<file path="src/rtl/core/rflm_pkg.sv">
package rflm_pkg;

    localparam int unsigned AddrW   = 4;
    localparam int unsigned DataW   = 32;
    localparam logic [15:0] SEQ_HALF = 16'h8000;

    typedef enum logic [1:0] {
        ST_OK        = 2'd0,
        ST_FOREIGN   = 2'd1,
        ST_MALFORMED = 2'd2,
        ST_CLEARED   = 2'd3
    } t_status;

    typedef enum logic {
        OP_FRAME = 1'b0,
        OP_CLEAR = 1'b1
    } t_op;

    typedef enum logic [1:0] {
        REG_PAN_CHECK_EN = 2'd0,
        REG_PAN_MATCH    = 2'd1,
        REG_SRC_CHECK_EN = 2'd2,
        REG_SRC_MATCH    = 2'd3
    } t_reg_idx;

    typedef struct packed {
        logic              op;
        logic              frame_decoded;
        logic              header_valid;
        logic              dst_pan_present;
        logic [15:0]       dst_pan;
        logic              src_pan_present;
        logic [15:0]       src_pan;
        logic              src_short_mode;
        logic [15:0]       src_short;
        logic [15:0]       app_seq;
        logic signed [7:0] rssi_dbm;
        logic [7:0]        link_quality;
    } t_frame;

    typedef struct packed {
        logic [1:0]         status;
        logic [31:0]        ok_count;
        logic [31:0]        foreign_count;
        logic [31:0]        malformed_count;
        logic [31:0]        gap_count;
        logic [31:0]        dup_count;
        logic signed [7:0]  rssi_low;
        logic signed [7:0]  rssi_high;
        logic signed [31:0] rssi_total;
        logic [7:0]         lqi_low;
        logic [7:0]         lqi_high;
        logic [31:0]        lqi_total;
    } t_result;

    typedef struct packed {
        logic        pan_check_enable;
        logic [15:0] pan_match;
        logic        source_check_enable;
        logic [15:0] source_match;
    } t_cfg;

endpackage

</file>
<file path="src/rtl/core/rflm_if.sv">
interface rflm_frame_if import rflm_pkg::*; ();
    logic   valid;
    logic   ready;
    t_frame data;

    modport source (output valid, output data, input ready);
    modport sink   (input valid, input data, output ready);
endinterface

interface rflm_result_if import rflm_pkg::*; ();
    logic    valid;
    logic    ready;
    t_result data;

    modport source (output valid, output data, input ready);
    modport sink   (input valid, input data, output ready);
endinterface

</file>
<file path="src/rtl/core/rflm_cfg.sv">
module rflm_cfg import rflm_pkg::*; (
    input  logic             i_clk,
    input  logic             i_rst_n,
    input  logic             psel,
    input  logic             penable,
    input  logic             pwrite,
    input  logic [AddrW-1:0] paddr,
    input  logic [DataW-1:0] pwdata,
    output logic [DataW-1:0] prdata,
    output logic             pready,
    output t_cfg             o_cfg
);

    t_cfg     r_cfg;
    t_reg_idx idx;
    logic     wr_en;

    assign idx    = t_reg_idx'(paddr[3:2]);
    assign wr_en  = psel && penable && pwrite;
    assign pready = 1'b1;
    assign o_cfg  = r_cfg;

    always_ff @(posedge i_clk) begin
        if (!i_rst_n) begin
            r_cfg <= '0;
        end else if (wr_en) begin
            unique case (idx)
                REG_PAN_CHECK_EN: r_cfg.pan_check_enable    <= pwdata[0];
                REG_PAN_MATCH:    r_cfg.pan_match           <= pwdata[15:0];
                REG_SRC_CHECK_EN: r_cfg.source_check_enable <= pwdata[0];
                REG_SRC_MATCH:    r_cfg.source_match        <= pwdata[15:0];
                default:          r_cfg                     <= r_cfg;
            endcase
        end
    end

    always_comb begin
        unique case (idx)
            REG_PAN_CHECK_EN: prdata = DataW'(r_cfg.pan_check_enable);
            REG_PAN_MATCH:    prdata = DataW'(r_cfg.pan_match);
            REG_SRC_CHECK_EN: prdata = DataW'(r_cfg.source_check_enable);
            REG_SRC_MATCH:    prdata = DataW'(r_cfg.source_match);
            default:          prdata = '0;
        endcase
    end

endmodule

</file>
<file path="src/rtl/core/rflm_filter.sv">
module rflm_filter import rflm_pkg::*; (
    input  t_frame  i_frm,
    input  t_cfg    i_cfg,
    output t_status o_status
);

    logic [15:0] pan_sel;
    logic        pan_ok;
    logic        src_ok;
    logic        ours;
    logic        has_header;

    // destination PAN wins when both are present
    assign pan_sel = i_frm.dst_pan_present ? i_frm.dst_pan : i_frm.src_pan;
    assign pan_ok  = !i_cfg.pan_check_enable ||
                     ((i_frm.dst_pan_present || i_frm.src_pan_present) &&
                      (pan_sel == i_cfg.pan_match));
    assign src_ok  = !i_cfg.source_check_enable ||
                     (i_frm.src_short_mode && (i_frm.src_short == i_cfg.source_match));
    assign ours       = pan_ok && src_ok;
    assign has_header = i_frm.frame_decoded || i_frm.header_valid;

    always_comb begin
        if (i_frm.frame_decoded) begin
            o_status = ours ? ST_OK : ST_FOREIGN;
        end else if (has_header) begin
            o_status = ours ? ST_MALFORMED : ST_FOREIGN;
        end else begin
            o_status = ST_MALFORMED;
        end
    end

endmodule

</file>
<file path="src/rtl/core/rflm_stats.sv">
module rflm_stats import rflm_pkg::*; (
    input  logic                i_clk,
    input  logic                i_rst_n,
    input  t_cfg                i_cfg,
    rflm_frame_if.sink          i_frm,
    rflm_result_if.source       o_res
);

    // input register
    logic   r_s1_vld;
    t_frame r_frm;

    // result register: status plus the statistics themselves
    logic    r_out_vld;
    t_status r_status;

    logic [31:0]        r_ok, r_foreign, r_malformed, r_gaps, r_dups;
    logic               r_seq_seen;
    logic [15:0]        r_prev_seq;
    logic signed [7:0]  r_rssi_min, r_rssi_max;
    logic [31:0]        r_rssi_sum;
    logic [7:0]         r_lqi_min, r_lqi_max;
    logic [31:0]        r_lqi_sum;

    logic [31:0]        n_ok, n_foreign, n_malformed, n_gaps, n_dups;
    logic               n_seq_seen;
    logic [15:0]        n_prev_seq;
    logic signed [7:0]  n_rssi_min, n_rssi_max;
    logic [31:0]        n_rssi_sum;
    logic [7:0]         n_lqi_min, n_lqi_max;
    logic [31:0]        n_lqi_sum;
    t_status            n_status;

    t_status     frm_status;
    logic        adv;
    logic        in_take;
    logic [15:0] delta;
    logic [15:0] gap_add;
    logic        is_dup;
    logic [31:0] ok_inc;

    rflm_filter u_filter (
        .i_frm    (r_frm),
        .i_cfg    (i_cfg),
        .o_status (frm_status)
    );

    assign adv         = r_s1_vld && (!r_out_vld || o_res.ready);
    assign i_frm.ready = !r_s1_vld || adv;
    assign in_take     = i_frm.valid && i_frm.ready;

    assign n_status = (r_frm.op == OP_CLEAR) ? ST_CLEARED : frm_status;
    assign delta    = r_frm.app_seq - r_prev_seq;
    assign gap_add  = delta - 16'd1;
    assign is_dup   = (delta == 16'd0) || (delta > SEQ_HALF);
    assign ok_inc   = r_ok + 32'd1;

    always_comb begin
        n_ok        = r_ok;
        n_foreign   = r_foreign;
        n_malformed = r_malformed;
        n_gaps      = r_gaps;
        n_dups      = r_dups;
        n_seq_seen  = r_seq_seen;
        n_prev_seq  = r_prev_seq;
        n_rssi_min  = r_rssi_min;
        n_rssi_max  = r_rssi_max;
        n_rssi_sum  = r_rssi_sum;
        n_lqi_min   = r_lqi_min;
        n_lqi_max   = r_lqi_max;
        n_lqi_sum   = r_lqi_sum;
        case (n_status)
            ST_CLEARED: begin
                n_ok        = '0;
                n_foreign   = '0;
                n_malformed = '0;
                n_gaps      = '0;
                n_dups      = '0;
                n_seq_seen  = 1'b0;
                n_prev_seq  = '0;
                n_rssi_min  = '0;
                n_rssi_max  = '0;
                n_rssi_sum  = '0;
                n_lqi_min   = '0;
                n_lqi_max   = '0;
                n_lqi_sum   = '0;
            end
            ST_FOREIGN:   n_foreign   = r_foreign + 32'd1;
            ST_MALFORMED: n_malformed = r_malformed + 32'd1;
            default: begin
                n_ok       = ok_inc;
                n_seq_seen = 1'b1;
                n_prev_seq = r_frm.app_seq;
                if (r_seq_seen) begin
                    if (is_dup) begin
                        n_dups = r_dups + 32'd1;
                    end else if (delta > 16'd1) begin
                        n_gaps = r_gaps + 32'(gap_add);
                    end
                end
                // reseed whenever the ok count lands on one, wrap included
                if (ok_inc == 32'd1) begin
                    n_rssi_min = r_frm.rssi_dbm;
                    n_rssi_max = r_frm.rssi_dbm;
                    n_lqi_min  = r_frm.link_quality;
                    n_lqi_max  = r_frm.link_quality;
                end else begin
                    if (r_frm.rssi_dbm < r_rssi_min) n_rssi_min = r_frm.rssi_dbm;
                    if (r_frm.rssi_dbm > r_rssi_max) n_rssi_max = r_frm.rssi_dbm;
                    if (r_frm.link_quality < r_lqi_min) n_lqi_min = r_frm.link_quality;
                    if (r_frm.link_quality > r_lqi_max) n_lqi_max = r_frm.link_quality;
                end
                n_rssi_sum = r_rssi_sum + {{24{r_frm.rssi_dbm[7]}}, r_frm.rssi_dbm};
                n_lqi_sum  = r_lqi_sum + 32'(r_frm.link_quality);
            end
        endcase
    end

    always_ff @(posedge i_clk) begin
        if (in_take) begin
            r_frm <= i_frm.data;
        end
    end

    always_ff @(posedge i_clk) begin
        if (!i_rst_n) begin
            r_s1_vld  <= 1'b0;
            r_out_vld <= 1'b0;
        end else begin
            if (in_take) begin
                r_s1_vld <= 1'b1;
            end else if (adv) begin
                r_s1_vld <= 1'b0;
            end
            if (adv) begin
                r_out_vld <= 1'b1;
            end else if (o_res.ready) begin
                r_out_vld <= 1'b0;
            end
        end
    end

    always_ff @(posedge i_clk) begin
        if (!i_rst_n) begin
            r_status    <= ST_OK;
            r_ok        <= '0;
            r_foreign   <= '0;
            r_malformed <= '0;
            r_gaps      <= '0;
            r_dups      <= '0;
            r_seq_seen  <= 1'b0;
            r_prev_seq  <= '0;
            r_rssi_min  <= '0;
            r_rssi_max  <= '0;
            r_rssi_sum  <= '0;
            r_lqi_min   <= '0;
            r_lqi_max   <= '0;
            r_lqi_sum   <= '0;
        end else if (adv) begin
            r_status    <= n_status;
            r_ok        <= n_ok;
            r_foreign   <= n_foreign;
            r_malformed <= n_malformed;
            r_gaps      <= n_gaps;
            r_dups      <= n_dups;
            r_seq_seen  <= n_seq_seen;
            r_prev_seq  <= n_prev_seq;
            r_rssi_min  <= n_rssi_min;
            r_rssi_max  <= n_rssi_max;
            r_rssi_sum  <= n_rssi_sum;
            r_lqi_min   <= n_lqi_min;
            r_lqi_max   <= n_lqi_max;
            r_lqi_sum   <= n_lqi_sum;
        end
    end

    assign o_res.valid                = r_out_vld;
    assign o_res.data.status          = r_status;
    assign o_res.data.ok_count        = r_ok;
    assign o_res.data.foreign_count   = r_foreign;
    assign o_res.data.malformed_count = r_malformed;
    assign o_res.data.gap_count       = r_gaps;
    assign o_res.data.dup_count       = r_dups;
    assign o_res.data.rssi_low        = r_rssi_min;
    assign o_res.data.rssi_high       = r_rssi_max;
    assign o_res.data.rssi_total      = r_rssi_sum;
    assign o_res.data.lqi_low         = r_lqi_min;
    assign o_res.data.lqi_high        = r_lqi_max;
    assign o_res.data.lqi_total       = r_lqi_sum;

    a_clear_zeroes: assert property (@(posedge i_clk) disable iff (!i_rst_n)
        r_out_vld && (r_status == ST_CLEARED) |->
            (r_ok == '0) && (r_foreign == '0) && (r_malformed == '0) &&
            (r_gaps == '0) && (r_dups == '0) && (r_rssi_sum == '0) && (r_lqi_sum == '0))
        else $error("statistics not zero after clear");

    a_ok_counts: assert property (@(posedge i_clk) disable iff (!i_rst_n)
        adv && (n_status == ST_OK) |=> (r_ok == $past(r_ok) + 32'd1))
        else $error("ok frame did not bump ok count");

    a_reject_keeps_link: assert property (@(posedge i_clk) disable iff (!i_rst_n)
        adv && ((n_status == ST_FOREIGN) || (n_status == ST_MALFORMED)) |=>
            $stable(r_ok) && $stable(r_prev_seq) && $stable(r_lqi_sum) &&
            $stable(r_rssi_sum))
        else $error("rejected frame changed link statistics");

    a_min_le_max: assert property (@(posedge i_clk) disable iff (!i_rst_n)
        (r_ok != '0) |-> (r_rssi_min <= r_rssi_max) && (r_lqi_min <= r_lqi_max))
        else $error("minimum above maximum");

    a_stall_holds: assert property (@(posedge i_clk) disable iff (!i_rst_n)
        r_out_vld && !o_res.ready |=> r_out_vld && $stable(r_ok) && $stable(r_status))
        else $error("result changed while stalled");

endmodule

</file>
<file path="src/rtl/core/rx_frame_link_monitor_core.sv">
// Receive frame link monitor.
// i_frm carries one frame summary (or a clear command) per transaction;
// o_res returns exactly one result per input transaction, in order: the
// frame's status and every link statistic as it stands after that frame.
// Configuration (PAN and short-source filter) is to be written through
// the APB port only while the block is idle; the block does not enforce
// this. pready is tied high, reads return the register value.
// An accepted transaction moves from the input register into the result
// register, which drives o_res (one input register, one result register).
// Throughput: one transaction per cycle unless o_res stalls; statistics
// are combinational compares and adds fed back into the result registers.
// Reset (i_rst_n low, synchronous) zeroes all statistics and the filter
// registers and empties both stages.
// When the receiver stalls, the result holds and one more transaction is
// taken into the input register; i_frm.ready drops after that until the
// result is taken.
module rx_frame_link_monitor_core import rflm_pkg::*; (
    input  logic             i_clk,
    input  logic             i_rst_n,
    rflm_frame_if.sink       i_frm,
    rflm_result_if.source    o_res,
    input  logic             psel,
    input  logic             penable,
    input  logic             pwrite,
    input  logic [AddrW-1:0] paddr,
    input  logic [DataW-1:0] pwdata,
    output logic [DataW-1:0] prdata,
    output logic             pready
);

    t_cfg cfg;

    rflm_cfg u_cfg (
        .i_clk   (i_clk),
        .i_rst_n (i_rst_n),
        .psel    (psel),
        .penable (penable),
        .pwrite  (pwrite),
        .paddr   (paddr),
        .pwdata  (pwdata),
        .prdata  (prdata),
        .pready  (pready),
        .o_cfg   (cfg)
    );

    rflm_stats u_stats (
        .i_clk   (i_clk),
        .i_rst_n (i_rst_n),
        .i_cfg   (cfg),
        .i_frm   (i_frm),
        .o_res   (o_res)
    );

endmodule

</file>
<file path="src/flat_wrapper.sv">
// flat-port wrapper written by rule: the top's interface ports become plain ports
module rx_frame_link_monitor_core_flat import rflm_pkg::*;
  (i_clk, i_rst_n, psel, penable, pwrite, paddr, pwdata, prdata, pready, i_frm_valid, i_frm_data, i_frm_ready, o_res_valid, o_res_data, o_res_ready);
  rflm_frame_if i_frm_i ();
  rflm_result_if o_res_i ();
  input  logic i_clk;
  input  logic i_rst_n;
  input  logic psel;
  input  logic penable;
  input  logic pwrite;
  input  logic [AddrW-1:0] paddr;
  input  logic [DataW-1:0] pwdata;
  output logic [DataW-1:0] prdata;
  output logic pready;
  input wire logic [$bits(i_frm_i.valid)-1:0] i_frm_valid;
  input wire logic [$bits(i_frm_i.data)-1:0] i_frm_data;
  output wire logic [$bits(i_frm_i.ready)-1:0] i_frm_ready;
  output wire logic [$bits(o_res_i.valid)-1:0] o_res_valid;
  output wire logic [$bits(o_res_i.data)-1:0] o_res_data;
  input wire logic [$bits(o_res_i.ready)-1:0] o_res_ready;
  assign i_frm_i.valid = i_frm_valid;
  assign i_frm_i.data = i_frm_data;
  assign i_frm_ready = i_frm_i.ready;
  assign o_res_valid = o_res_i.valid;
  assign o_res_data = o_res_i.data;
  assign o_res_i.ready = o_res_ready;
  rx_frame_link_monitor_core u_core (.i_clk(i_clk), .i_rst_n(i_rst_n), .i_frm(i_frm_i), .o_res(o_res_i), .psel(psel), .penable(penable), .pwrite(pwrite), .paddr(paddr), .pwdata(pwdata), .prdata(prdata), .pready(pready));
endmodule
</file>
<file path="config.mk">
export PLATFORM = sky130hd
export DESIGN_NAME = rx_frame_link_monitor_core_flat
export DESIGN_NICKNAME = d
export VERILOG_FILES = /design/src/rtl/core/rflm_pkg.sv /design/src/rtl/core/rflm_if.sv /design/src/rtl/core/rflm_cfg.sv /design/src/rtl/core/rflm_filter.sv /design/src/rtl/core/rflm_stats.sv /design/src/rtl/core/rx_frame_link_monitor_core.sv /design/src/flat_wrapper.sv
export SDC_FILE = /design/constraint.sdc
export NUM_CORES = 1
export LEC_CHECK = 0
export BUFFER_PORTS_ARGS = -buffer_cell sky130_fd_sc_hd__clkbuf_2
export CAP_MARGIN = 5
export CORE_ASPECT_RATIO = 1.75
export CORE_MARGIN = 5
export CORE_UTILIZATION = 56
export DETAILED_ROUTE_END_ITERATION = 10
export PLACE_DENSITY_LB_ADDON = 0.05
export SLEW_MARGIN = 20
export SYNTH_ARGS = -nofsm -noshare
export SYNTH_HDL_FRONTEND = slang
export SYNTH_SLANG_ARGS = --single-unit
</file>
<file path="constraint.sdc">
create_clock -name i_clk -period 5.85 [get_ports i_clk]
set_input_delay 1.17 -clock i_clk [delete_from_list [all_inputs] [get_ports i_clk]]
set_output_delay 1.17 -clock i_clk [all_outputs]
set_load 0.005 [all_outputs]
</file>
==> results.txt, run 1 <==
Core Area = 38270 µm²
Skew-Pair Late Insertion Delay = 0.55 ns
WP data required = 6.33 ns
total number of vias = 19440
HP Class = reg2reg
Final period util = 0.9079
largest net degree at the start of global routing = 73
Synth top cells by count = dfxtp_1, nor2_1, nand2_1, a21oi_1, ha_1
total of max-cap violations = 0
chip height = 269.4 µm
ys flop type = dfxtp_1
vias in the first global route = 19050
outcome = complete, no violations
Wirelength per Cell = 18.04 µm
CTS H-tree lvls = 2
Async S/R FF share, synth = 0
final setup TNS = 0 ns
1st-iter DRT viols = 1116
final wirelength = 59760 µm
wire length on met2 = 30930 µm
met1 wire length = 21900 µm
Synth Register Bits = 397
remaining global-route overflow = 0
Post-DP HPWL = 44430 µm
placed cells = 3237
worst slew pin tran = 0.9784 ns
nature of the critical path startpoint = register
post-route worst setup slack = 0.5387 ns
initial antenna violation count = 2
Placed Area = 23860 µm²
final count of negative-setup-slack endpoints = 0
Layout Nets = 3043
met3 routed WL = 4118 µm
Peak supply drop = 0.2369 mV
first-pass GRT wire length = 95570 µm
gpl congestion = 0.8889
EDFF count, synth = 86
row cnt = 95
Port Buffers = 386
synth unique cells = 80
Pwr Total = 6411 µW
Critical Path Sink Type = register
final hold vios = 0
Vias/cell = 5.868
Leak = 0.01067 µW
Fmax achieved = 0.1883 GHz
synthesized area = 21530 µm²
min Tclk post-route = 5.311 ns
CTS Root Buffer Type = clkbuf_16
Placement Setup Slack = 0.5129 ns
num ports = 422
clock sink count = 397
power density cells = 253.5 nW/µm²
most common cell in the synthesized netlist = dfxtp_1
largest area contributor in the netlist = dfxtp_1
Mapped Cells = 2447
share of the synthesized area in the top cell type = 0.2891
Die ar. = 42630 µm²
cts bufs inserted = 40
max-slew violations = 0
Starting Density = 0.5626
Synthesis Warnings = 0
layout cells sized above 1 = 0.1854
maximum clock path buffer count = 3
Top Layer Used = met5
RSZ-0062 raised after global routing = false
post-route cell area = 25290 µm²
post-CTS setup buffer count = 0
Synth area leaders = dfxtp_1, edfxtp_1, ha_1, a21oi_1, nor2_1
skew final = 0.01710 ns
Worst EP arrival = 5.79 ns
worst rel slew slack = 0.3453
Clk pin slew, worst setup/hold paths = 0.07 ns
DRC violations left = 0
crit-path max FO = 13
Crit Path Category = reg2reg
synthesis-to-finish area growth = 17.43%
Horiz. Die Dim = 158.2 µm
GRT Util Overall = 0.2705
synthesized area per cell = 8.800 µm²
post-cts sizing count = 0
final cell count without fillers = 3313
Final ANT Viol Nets = 0
post-synthesis sequential area ratio = 0.4091
Pre-antenna DRT Iters = 5
TritonCTS clock tree = built
# hold bufs at CTS = 0
[area by class of cell]
| cell class | count | area, µm² |
|---|---|---|
| fillers | 3221 | 12990 |
| multi-input cells | 1845 | 11940 |
| flip-flops and latches | 397 | 8808 |
| repair buffers | 415 | 2153 |
| clock buffers | 58 | 1212 |
| well taps | 485 | 606.8 |
| inverters | 96 | 362.8 |
| clock inverters | 16 | 200.2 |
| diodes | 1 | 2.502 |
[cells in the final DEF (no fill, tap or decap), drive strengths merged, types with 31 or more instances in the layout]
cell    count
xnor2      85
mux2i      41
nand3      82
nand4      42
a32o       32
dfxtp     311
xor2      101
nand2     213
or3        31
and3       81
ha        115
a21o       46
edfxtp     86
inv        99
nor2b      32
nor3       38
o21ai     106
a21oi     211
nor2      257
clkbuf    444
[worst max-delay path: stages (launching register included)]
cell      delay (ns)
edfxtp_1        0.36
inv_1           0.09
ha_1            0.16
inv_1           0.05
fa_1            0.43
a211oi_2        0.26
o21bai_2        0.17
a211o_1         0.34
a221oi_1        0.29
buf_4           0.19
nand4_1         0.22
nor3_1          0.27
xor2_1          0.14
ha_1            0.36
nand2_1         0.12
o41ai_1         0.38
buf_4           0.19
nand4_1         0.09
nand4b_1        0.17
nand2_1         0.28
or4_1           0.55
a21oi_1         0.14
[power by group]
group          total (µW)  switching, µW  internal [µW]  leakage, µW
logic                 724            442            282      0.00663
clock network        2770           1140           1630     0.000689
registers            2920           54.0           2870      0.00335
[per-layer routing]
| metal | up-vias | GRT usage |
|---|---|---|
| met5 | - | 0 |
| met1 | 9246 | 0.2948 |
| met2 | 548 | 0.4916 |
| met3 | 160 | 0.05905 |
| li1 | 9486 | - |
| met4 | 2 | 0.1197 |
[flip-flops by register name, summed over array words and instances (netlist names), 16 cells and up]
register	cells
u_core.u_stats.r_gaps	32
u_core.u_cfg.o_cfg	34
u_core.u_stats.r_dups	32
u_core.u_stats.r_lqi_sum	32
u_core.u_stats.r_rssi_sum	32
u_core.u_stats.r_foreign	32
u_core.u_stats.r_malformed	32
u_core.u_stats.r_ok	32
u_core.u_stats.r_frm	86
u_core.u_stats.r_prev_seq	16
[metrics by stage]
step	util	hold WS [ns]
6_report	0.6606	0.4666
5_1_grt	0.6606	0.5074
4_1_cts	0.6603	0.4674
3_5_place_dp	0.6234	0.4532
3_3_place_gp	0.6234	0.4419
2_1_floorplan	-	0.4317
[path summary, 6_finish.rpt]
| kind | start | to | slack (ns) | cells after the start |
|---|---|---|---|---|
| max | u_core.u_stats.r_frm[16] | u_core.u_stats.r_gaps[31] | 0.54 | 21 |
| min | u_core.u_stats.r_seq_seen | u_core.u_stats.r_seq_seen | 0.47 | 2 |
| min reg2reg | u_core.u_stats.r_seq_seen | u_core.u_stats.r_seq_seen | 0.47 | 2 |
| max reg2reg | u_core.u_stats.r_frm[16] | u_core.u_stats.r_gaps[31] | 0.54 | 21 |
[cell families (layout without fill, tap and decap cells)]
kind of cell    after synthesis  count (layout)  synth area share
fa+ha+maj                   119             119           0.07054
simple gates                886             886            0.2029
compound gates              593             593            0.1781
xor+xnor                    186             186           0.07565
buf+inv                     220             585           0.04224
other cells                   2              18         0.0003488
flops                       397             397            0.4091
mux                          44              44           0.02115
No activity file was read; power rests on OpenSTA's default activity.
==> run 2: changes to the inputs <==
- ABC_AREA: default -> 1
- CORE_UTILIZATION: 56 -> 57
==> run 2 against run 1 <==
Combinational power rose by 16%. Register-to-register slack improved by 0.49 ns. Wire length increased by 30%.
==> results.txt, run 2 <==
Starting Density = 0.5725
Worst Setup SP = u_core.u_stats.r_frm[82]
synth unique cells = 62
synthesized area per cell = 6.922 µm²
CP Depth = 26
Hold WS = 0.4656 ns
CTS Root Buffer Type = clkbuf_16
min Tclk post-route = 4.820 ns
Core Area = 42290 µm²
Critical Path Sink = u_core.u_stats.r_malformed[26]
largest net degree at the start of global routing = 97
gpl congestion = 1.005
Critical R2R Launch = u_core.u_stats.r_frm[82]
post-route cell area = 27850 µm²
final cell count without fillers = 4427
Final period util = 0.8239
synthesis-to-finish area growth = 15.01%
r2r setup slk = 1.03 ns
Clk pin slew, worst setup/hold paths = 0.06 ns
vias in the first global route = 24430
Synth top cells by count = nand2_1, nor2_1, inv_1, a21oi_1, dfxtp_1
most common cell in the synthesized netlist = nand2_1
synthesized area = 24210 µm²
Synth area leaders = dfxtp_1, nand2_1, edfxtp_1, a21oi_1, nor2_1
Synthesis Warnings = 0
power density cells = 234.3 nW/µm²
total number of vias = 24850
num ports = 422
EDFF count, synth = 86
CP top delay family = simple AND/OR/NAND/NOR gates
Async S/R FF share, synth = 0
share of the synthesized area in the top cell type = 0.2571
Die ar. = 46860 µm²
layout cells sized above 1 = 0.1439
capture point of the worst reg-to-reg path = u_core.u_stats.r_malformed[26]
Slowest-stage cell, CP = edfxtp_1
CTS H-tree lvls = 2
Top reg by flops = u_core.u_stats.r_frm
max-slew violations = 0
max reg flops = 86
1st-iter DRT viols = 1551
Critical Path Sink Type = register
Skew-Pair Late Insertion Delay = 0.57 ns
ys flop type = dfxtp_1
most used cell, CP = nand2_1
Layout Nets = 4080
Final ANT Viol Nets = 0
Placed Area = 26440 µm²
nature of the critical path startpoint = register
Leak = 0.01152 µW
final count of negative-setup-slack endpoints = 0
Post-DP HPWL = 59850 µm
Wirelength per Cell = 17.53 µm
worst slew pin tran = 1.073 ns
largest area contributor in the netlist = dfxtp_1
commonest non-fill, non-tap cell in the layout = nand2_1
DRC violations left = 0
worst rel slew slack = 0.2779
Crit Path Category = reg2reg
final hold vios = 0
largest family of logic cells by synthesized area = simple AND/OR/NAND/NOR gates
row cnt = 100
r2r worst-path depth = 26
post-synthesis sequential area ratio = 0.3638
adder-cell share of the synthesized area = 0.06273
# fillers = 3947
Synth Area in XOR/XNOR = 0.04377
post-synthesis mux area share = 0.0004134
HP Class = reg2reg
initial antenna violation count = 5
Compound-Gate Fraction of Synth Area = 0.1326
cts bufs inserted = 39
maximum clock path buffer count = 3
Port Buffers = 386
final setup TNS = 0 ns
Synth Area in Simple Gates = 0.3143
Worst Hold Launch = u_core.u_stats.r_prev_seq[12]
skew final = 0.02617 ns
Fmax achieved = 0.2075 GHz
Buf+Inv Stages, Crit Path = 2
# hold bufs at CTS = 0
final wirelength = 77590 µm
chip height = 282.7 µm
RSZ-0062 raised after global routing = false
Pre-antenna DRT Iters = 6
TritonCTS clock tree = built
outcome = complete, no violations
Peak supply drop = 0.2810 mV
total of max-cap violations = 0
Vias/cell = 5.614
commonest non-fill, non-tap cells in the layout = nand2_1, nor2_1, clkbuf_2
WP data required = 6.28 ns
Mapped Cells = 3498
clock sink count = 397
placed cells = 4352
remaining global-route overflow = 0
GRT Util Overall = 0.3159
Synth Register Bits = 397
post-CTS setup buffer count = 0
crit-path max FO = 22
Horiz. Die Dim = 165.8 µm
first-pass GRT wire length = 122000 µm
Worst path max stage delay = 0.76 ns
Worst EP arrival = 5.25 ns
post-cts sizing count = 0
==> run 2: cell types whose count changed in the layout (fill, tap and decap cells not counted), moves of 65 or more <==
cell	previous run	this run
and3_1	81	2
nor3_1	36	101
nand2_1	213	856
nor2_1	252	400
nand3_1	82	265
a21oi_1	210	356
inv_1	95	355
==> run 2: metal layers <==
layer	wire (µm)	global-route usage	vias up	share of wire
met5	33	0	-	0.00043
met2	40570	0.5969	946	0.52
met1	26640	0.3133	11400	0.34
met4	5969	0.2189	4	0.077
met3	4377	0.05313	311	0.056
li1	-	-	12190	-
==> run 2: through the flow <==
| stage | util | total power [µW] | worst slack, ns |
|---|---|---|---|
| 5_1_grt | 0.6585 | 6790 | 0.4017 |
| 2_1_floorplan | - | 3570 | 1.821 |
| 3_3_place_gp | 0.6252 | 3810 | 1.172 |
| 4_1_cts | 0.6583 | 6566 | 1.072 |
| 6_report | 0.6585 | 6525 | 1.030 |
| 3_5_place_dp | 0.6253 | 3836 | 1.090 |
==> run 2: final cells by class <==
type	count	area, µm²	share of cell area
Multi-Input combinational cell	2626	13490	0.4845
Sequential cell	397	8808	0.3163
Timing Repair Buffer	404	2067	0.07422
Inverter	364	1374	0.04933
Clock buffer	48	1061	0.03810
Tap cell	561	701.9	0.02521
Clock inverter	24	335.3	0.01204
Antenna cell	3	7.507	0.0002696
==> run 2: power breakdown <==
part / total [µW] / switching (µW) / leakage [µW] / internal (µW)
combinational: 840 / 561 / 0.00750 / 280
sequential: 2940 / 64.3 / 0.00335 / 2880
clock: 2740 / 1160 / 0.000670 / 1580
==> run 2: cell families (layout without fill, tap and decap cells) <==
logic type / count (synthesis) / after routing
AND/OR/NAND/NOR: 1780 / 1780
AO/OA/AOI/OAI: 588 / 588
buffers and inverters: 490 / 840
flip-flops: 397 / 397
XOR/XNOR: 121 / 121
adder cells (fa/ha/maj): 119 / 119
other: 2 / 20
multiplexers: 1 / 1
==> run 2: worst reg2reg max path, cell delays in order, from the launching register on <==
cell and delay [ns]:
edfxtp_1 0.76, inv_2 0.23, nand2_1 0.11, nand2_1 0.07, nand2_1 0.06, nand2_1 0.06
nor2_1 0.10, nand3_1 0.08, nor3_1 0.14, nand3_1 0.16, nand2_1 0.09, nand2_1 0.05
nand2_1 0.07, nand2_1 0.05, nand2_1 0.24, ha_2 0.44, inv_2 0.08, a21oi_2 0.29
nand3_1 0.17, nor2_1 0.22, nand2_1 0.12, nor2_1 0.28, nand4_1 0.19, nor2_1 0.18
nand3_1 0.14, nor3_1 0.22, nor3_1 0.08
==> run 2: worst min-delay path by stage <==
stage | depth (start not counted) | to | slack, ns
finish | 2 | u_core.u_stats.r_prev_seq[12] | 0.47
global route | 2 | u_core.u_stats.r_prev_seq[2] | 0.49
CTS | 2 | u_core.u_stats.r_seq_seen | 0.47
detailed placement | 2 | u_core.u_stats.r_seq_seen | 0.46
global placement | 2 | u_core.u_stats.r_seq_seen | 0.45
floorplan | 2 | u_core.u_stats.r_seq_seen | 0.43
